## src/rtl/core/sli_pkg.sv

```systemverilog
// Shared constants, widths and cell control type for the sorted list table.
`default_nettype none
package sli_pkg;

  localparam int unsigned CAPACITY_DEF = 64;
  localparam int unsigned VAL_W        = 32;
  localparam int unsigned POS_W        = 10;
  localparam int unsigned OP_W         = 2;
  localparam int unsigned ECNT_W       = 7;
  localparam int unsigned IN_DATA_W    = 48;
  localparam int unsigned OUT_DATA_W   = 48;

  localparam logic [OP_W-1:0] OP_INSERT = 2'd0;
  localparam logic [OP_W-1:0] OP_REMOVE = 2'd1;
  localparam logic [OP_W-1:0] OP_READ   = 2'd2;

  typedef struct packed {
    logic                    cmp_en;
    logic signed [VAL_W-1:0] cmp_value;
    logic [POS_W-1:0]        cmp_idx;
    logic                    ins_en;
    logic                    rem_en;
    logic signed [VAL_W-1:0] ins_value;
  } cell_ctrl_t;

endpackage
`default_nettype wire

```

## src/rtl/core/sli_cell.sv

```systemverilog
// One storage cell of the sorted list: compares, holds a value and shifts with its neighbors.
`default_nettype none
module sli_cell #(
  parameter int unsigned INDEX = 0
) (
  input  wire logic                           clk,
  input  wire sli_pkg::cell_ctrl_t            ctrl,
  input  wire logic                           valid_i,
  input  wire logic signed [sli_pkg::VAL_W-1:0] left_value,
  input  wire logic                           left_lt,
  input  wire logic signed [sli_pkg::VAL_W-1:0] right_value,
  output logic signed [sli_pkg::VAL_W-1:0]    value_o,
  output logic                                lt_o,
  output logic                                eq_o,
  output logic signed [sli_pkg::VAL_W-1:0]    rd_o
);

  logic signed [sli_pkg::VAL_W-1:0] value_r;
  logic                             lt_r;
  logic                             eq_r;
  logic                             hit_r;

  always_ff @(posedge clk) begin
    if (ctrl.cmp_en) begin
      lt_r  <= valid_i && (value_r < ctrl.cmp_value);
      eq_r  <= valid_i && (value_r == ctrl.cmp_value);
      hit_r <= (ctrl.cmp_idx == sli_pkg::POS_W'(INDEX));
    end
    if (ctrl.ins_en && !lt_r) begin
      value_r <= left_lt ? ctrl.ins_value : left_value;
    end else if (ctrl.rem_en && !lt_r) begin
      value_r <= right_value;
    end
  end

  assign value_o = value_r;
  assign lt_o    = lt_r;
  assign eq_o    = eq_r;
  assign rd_o    = hit_r ? value_r : '0;

endmodule
`default_nettype wire

```

## config.mk

```make
export PLATFORM = sky130hd
export DESIGN_NAME = sli_cell
export DESIGN_NICKNAME = d
export VERILOG_FILES = /design/src/rtl/core/sli_pkg.sv /design/src/rtl/core/sli_cell.sv
export SDC_FILE = /design/constraint.sdc
export NUM_CORES = 1
export LEC_CHECK = 0
export ABC_AREA = 0
export BUFFER_PORTS_ARGS = -buffer_cell sky130_fd_sc_hd__buf_2
export CAP_MARGIN = 20
export CORE_MARGIN = 2
export CORE_UTILIZATION = 30
export DETAILED_ROUTE_END_ITERATION = 12
export GPL_TIMING_DRIVEN = 0
export PLACE_DENSITY_LB_ADDON = 0.08
export SLEW_MARGIN = 20
export SYNTH_ARGS = -nofsm -noshare
export SYNTH_HDL_FRONTEND = slang
export SYNTH_SLANG_ARGS = --single-unit
export TNS_END_PERCENT = 10
```

## constraint.sdc

```tcl
create_clock -name clk -period 2.9 [get_ports clk]
set_clock_uncertainty 0.2 [all_clocks]
set_input_delay 0.145 -clock clk [delete_from_list [all_inputs] [get_ports clk]]
set_output_delay 0.145 -clock clk [all_outputs]
set_load 0.05 [all_outputs]
```

==> impl_results.html <==
<table>
<tr><th>Metric</th><th>Value</th></tr>
<tr><th colspan="2">Run status</th></tr>
<tr><td>Result of the run</td><td>finished clean</td></tr>
<tr><th colspan="2">Yosys</th></tr>
<tr><td>Synth Area in Simple Gates</td><td>0.175</td></tr>
<tr><td>Top cells by area in the synthesized netlist</td><td>edfxtp_1, ha_1, mux2i_1</td></tr>
<tr><td>Syn Std Cell Area</td><td>about 2800 um2</td></tr>
<tr><td>Top cell type's share of synthesized area</td><td>0.376</td></tr>
<tr><td>Adder-cell area share of the yosys netlist</td><td>0.143</td></tr>
<tr><td>Post-synth top area cell</td><td>edfxtp_1</td></tr>
<tr><td>Largest family of logic cells by synthesized area</td><td>simple AND/OR/NAND/NOR gates</td></tr>
<tr><td>Synth Area in Compound Gates</td><td>0.121</td></tr>
<tr><td>Mean cell area of the mapped netlist</td><td>9.28 um2</td></tr>
<tr><td>Synth Register Bits</td><td>35</td></tr>
<tr><td>Sequential element share of the synthesized area</td><td>0.376</td></tr>
<tr><td>Count of distinct cell types in the synthesized netlist</td><td>26</td></tr>
<tr><td>Share of the synthesized netlist area taken by xor and xnor gates</td><td>0</td></tr>
<tr><td>Post-synthesis mux area share</td><td>0.118</td></tr>
<tr><td>Number of standard cells after synthesis</td><td>301</td></tr>
<tr><td>Post-synth net total</td><td>approximately 480</td></tr>
<tr><td>Count of yosys warnings during synthesis</td><td>0</td></tr>
<tr><th colspan="2">STA</th></tr>
<tr><td>Worst hold-check slack</td><td>0.000695 ns</td></tr>
<tr><td>Slew HR</td><td>0.665</td></tr>
<tr><td>Final worst path period need</td><td>2.17 ns</td></tr>
<tr><td>Max-slew violation count</td><td>0</td></tr>
<tr><td>Portion of the clock cycle consumed by the worst path in the final layout</td><td>0.750</td></tr>
<tr><td>Slew at the pin closest to its max-slew limit</td><td>0.502 ns</td></tr>
<tr><td>Final hold vios</td><td>0</td></tr>
<tr><td>Count of final setup violators</td><td>0</td></tr>
<tr><td>RSZ-0062 raised after global routing</td><td>no</td></tr>
<tr><td>Highest Clock Rate</td><td>460 MHz</td></tr>
<tr><th colspan="2">Final layout</th></tr>
<tr><td>Area grow syn2layout</td><td>58.9%</td></tr>
<tr><td># fillers</td><td>just under 900</td></tr>
<tr><td>Post-Layout Inst Area</td><td>4440 um2</td></tr>
<tr><td>Post-layout utilization of the core</td><td>0.485</td></tr>
<tr><td>Final Net Count</td><td>728</td></tr>
<tr><td>Combined area of the multi-input logic cells</td><td>1570 um2</td></tr>
<tr><td>Antenna diode instance count</td><td>0</td></tr>
<tr><td>Non-filler cells, final</td><td>664</td></tr>
<tr><td>Fraction of layout instances using a drive strength above 1</td><td>0.403</td></tr>
<tr><td>Reg area</td><td>1050 um2</td></tr>
<tr><th colspan="2">Clock tree</th></tr>
<tr><td>CTS tree</td><td>built</td></tr>
<tr><td>CTS Sinks</td><td>35</td></tr>
<tr><td>Clk_lat worst skew</td><td>0.28 ns</td></tr>
<tr><td>Clock tree buffer depth</td><td>2</td></tr>
<tr><td>Post-CTS repair timing setup buffer count</td><td>0</td></tr>
<tr><td>Number of buffers added by the clock tree synthesis step</td><td>5</td></tr>
<tr><td>CTS HTree Levels</td><td>2</td></tr>
<tr><td>Clock transition at the registers of the reported paths</td><td>about 0.07 ns</td></tr>
<tr><td>Clock root buffer</td><td>clkbuf_8</td></tr>
<tr><th colspan="2">Placement</th></tr>
<tr><td>Global placer's final weighted congestion</td><td>between 0.7 and 0.8</td></tr>
<tr><td>Half-perimeter wire length after detailed placement</td><td>7.04 mm</td></tr>
<tr><td>Cell area after placement</td><td>about 4000 um2</td></tr>
<tr><td>Post-Place Cells</td><td>621</td></tr>
<tr><td>Count of buffers from port buffering</td><td>208</td></tr>
<tr><th colspan="2">Detailed routing</th></tr>
<tr><td>Remaining antenna violation count after routing</td><td>0</td></tr>
<tr><td>Number of optimization iterations in the first detailed-route pass</td><td>4</td></tr>
<tr><td>Routed via count</td><td>2990</td></tr>
<tr><td>DRC violation count after routing</td><td>0</td></tr>
<tr><td>First DRT Iteration DRCs</td><td>47</td></tr>
<tr><td>Via-per-instance ratio</td><td>4.50</td></tr>
<tr><td>Wire length per cell after detailed routing</td><td>13.0 um</td></tr>
<tr><td>Routed Wire Length</td><td>8.66 mm</td></tr>
<tr><th colspan="2">Global route</th></tr>
<tr><td>Residual overflow from global routing</td><td>0</td></tr>
<tr><td>First-pass GRT wire length</td><td>~13 mm</td></tr>
<tr><td>Largest net degree at the start of global routing</td><td>19</td></tr>
<tr><td>Via count of the first global-routing pass</td><td>between 2000 and 3000</td></tr>
<tr><td>All-Layer GR Usage</td><td>0.168</td></tr>
<tr><td>Antenna violations before repair</td><td>0</td></tr>
<tr><th colspan="2">Power</th></tr>
<tr><td>Switching part of the total power</td><td>0.412</td></tr>
<tr><td>Power density relative to cell area</td><td>around 420 nW/um2</td></tr>
<tr><td>Internal power</td><td>~1.1 mW</td></tr>
<tr><td>Combinational share of power</td><td>0.458</td></tr>
<tr><td>Standby leakage power</td><td>2.37 nW</td></tr>
<tr><td>Proportion of power drawn by flip-flops and latches</td><td>0.363</td></tr>
<tr><td>Power share of the clock group</td><td>0.179</td></tr>
<tr><td>Reported net switching power</td><td>around 0.77 mW</td></tr>
<tr><td>Maximum resistive drop on vdd</td><td>0.160 mV</td></tr>
<tr><th colspan="2">Setup path</th></tr>
<tr><td>Worst path arrival time</td><td>2.11 ns</td></tr>
<tr><td>Kind of critical path</td><td>register to register</td></tr>
<tr><td>Element type at the critical path start</td><td>register</td></tr>
<tr><td>Data required time of the worst path</td><td>2.84 ns</td></tr>
<tr><td>Series of cell instances along the critical path</td><td>ha_1 &gt; nand4_1 &gt; nor4_1 &gt; nor2_1 &gt; a21oi_2 &gt; mux2i_1</td></tr>
<tr><td>CP peak stage delay</td><td>0.48 ns</td></tr>
<tr><td>Critical Path End Type</td><td>register</td></tr>
<tr><td>Slowest cell on crit path</td><td>nor4_1</td></tr>
<tr><td>Biggest fanout along the worst timing path</td><td>3</td></tr>
<tr><th colspan="2">Floorplanning</th></tr>
<tr><td>Initial core utilization</td><td>0.305</td></tr>
<tr><td>Vertical die dimension</td><td>100 um</td></tr>
<tr><td># IOs</td><td>210</td></tr>
<tr><td>Number of standard-cell rows in the floorplan</td><td>35</td></tr>
<tr><td>Overall die width</td><td>~100 um</td></tr>
<tr><td>Total Die Area</td><td>slightly above 10000 um2</td></tr>
<tr><td>Core Region</td><td>between 9000 and 10000 um2</td></tr>
<tr><th colspan="2">Worst hold path</th></tr>
<tr><td>Tightest Hold Check Type</td><td>input pin to register</td></tr>
<tr><th colspan="2">Run</th></tr>
<tr><td>Max-capacitance violation count</td><td>0</td></tr>
</table>
-- through the flow --
stage          TNS, ns  total power, mW  setup slack [ns]
2_1_floorplan        0             1.24             0.220
3_3_place_gp     -7.27             1.49            -0.229
3_5_place_dp         0             1.51             0.696
4_1_cts              0             1.88             0.666
5_1_grt              0             1.97             0.575
6_report             0             1.86             0.725
-- layout make-up --
cell class                      instances  share of cell area
Buffer                                 14              0.0127
Clock buffer                            6              0.0164
Clock inverter                          2             0.00169
Inverter                               34              0.0288
Multi-Input combinational cell        218               0.353
Sequential cell                        35               0.237
Tap cell                              111              0.0313
Timing Repair Buffer                  244               0.320
-- routing by layer --
layer | wire (um) | GRT usage
met1 | 3740 | 0.211
met2 | 4270 | 0.300
met3 | 553 | 0.0305
met4 | 101 | 0.0369
met5 | 0 | 0
-- logic make-up (layout without fill, tap and decap cells) --
| logic type | after synthesis | count (layout) |
|---|---|---|
| muxes | 33 | 33 |
| and+or+nand+nor | 94 | 94 |
| AOI/OAI and AO/OA | 59 | 59 |
| adders and majority gates | 32 | 32 |
| buffers and inverters | 48 | 300 |
| DFF | 35 | 35 |
-- worst paths after layout --
check,from,to,slack (ns),depth (start not counted)
worst min-delay path,left_value[22],value_o[22],0.0007,3
worst max register to register,value_o[30],lt_o,0.73,6
worst min register to register,lt_o,value_o[15],0.55,1
worst max-delay path,value_o[30],lt_o,0.73,6
-- power by group through the flow --
stage               clock network, mW  logic, mW  registers, mW
global placement                    0      0.804          0.688
finish                          0.333      0.850          0.674
floorplan                           0      0.384          0.858
detailed placement                  0      0.821          0.687
global route                    0.361      0.926          0.683
CTS                             0.345      0.858          0.676
-- worst max-delay path: cells and delay by family (launching register included) --
kind / cells / cell delay (ns)
AO/OA/AOI/OAI: 1 / 0.14
adder cells (fa/ha/maj): 1 / 0.33
flip-flops: 1 / 0.45
AND/OR/NAND/NOR: 3 / 0.71
multiplexers: 1 / 0.19
-- registers in the layout, indices dropped and copies added, names as in the netlist --
name,flops
lt_o,1
hit_r,1
eq_o,1
value_o,32
-- repair_timing --
action	4_1_cts	5_1_grt
hold buffers	35	0
gates resized for setup	0	0
hold endpoints to repair	36	0
-- synthesized netlist by cell type --
master      n
ha_1       32
nand4_2     1
buf_2       3
inv_1      34
nor2_1      4
nand4_1     5
mux2i_1    33
nand2b_1    2
nand3b_1    1
a21oi_2     2
clkbuf_1   11
nor4_1      2
a21o_1      2
a2111oi_4   1
a21oi_1    14
edfxtp_1   35
nand2_1    40
nor4_2      1
nor3_1      1
o21ai_1    14
a22oi_1     1
or4_1       2
nand3_1     3
o21a_1      2
and2_1     32
o21ai_0    23
-- layout by cell type, fill, tap and decap left out, types with 3 or more instances in the layout --
cell,netlist,layout
ha_1,32,32
buf_2,3,211
dlygate4sd3_1,0,35
nand2_1,40,40
edfxtp_1,35,35
nand3_1,3,3
a21oi_1,14,14
nand4_1,5,5
nor2_1,4,3
clkbuf_1,11,12
and2_1,32,32
o21ai_0,23,23
inv_1,34,34
clkbuf_8,0,5
mux2i_1,33,33
o21ai_1,14,14
(Power assumes the default switching activity.)
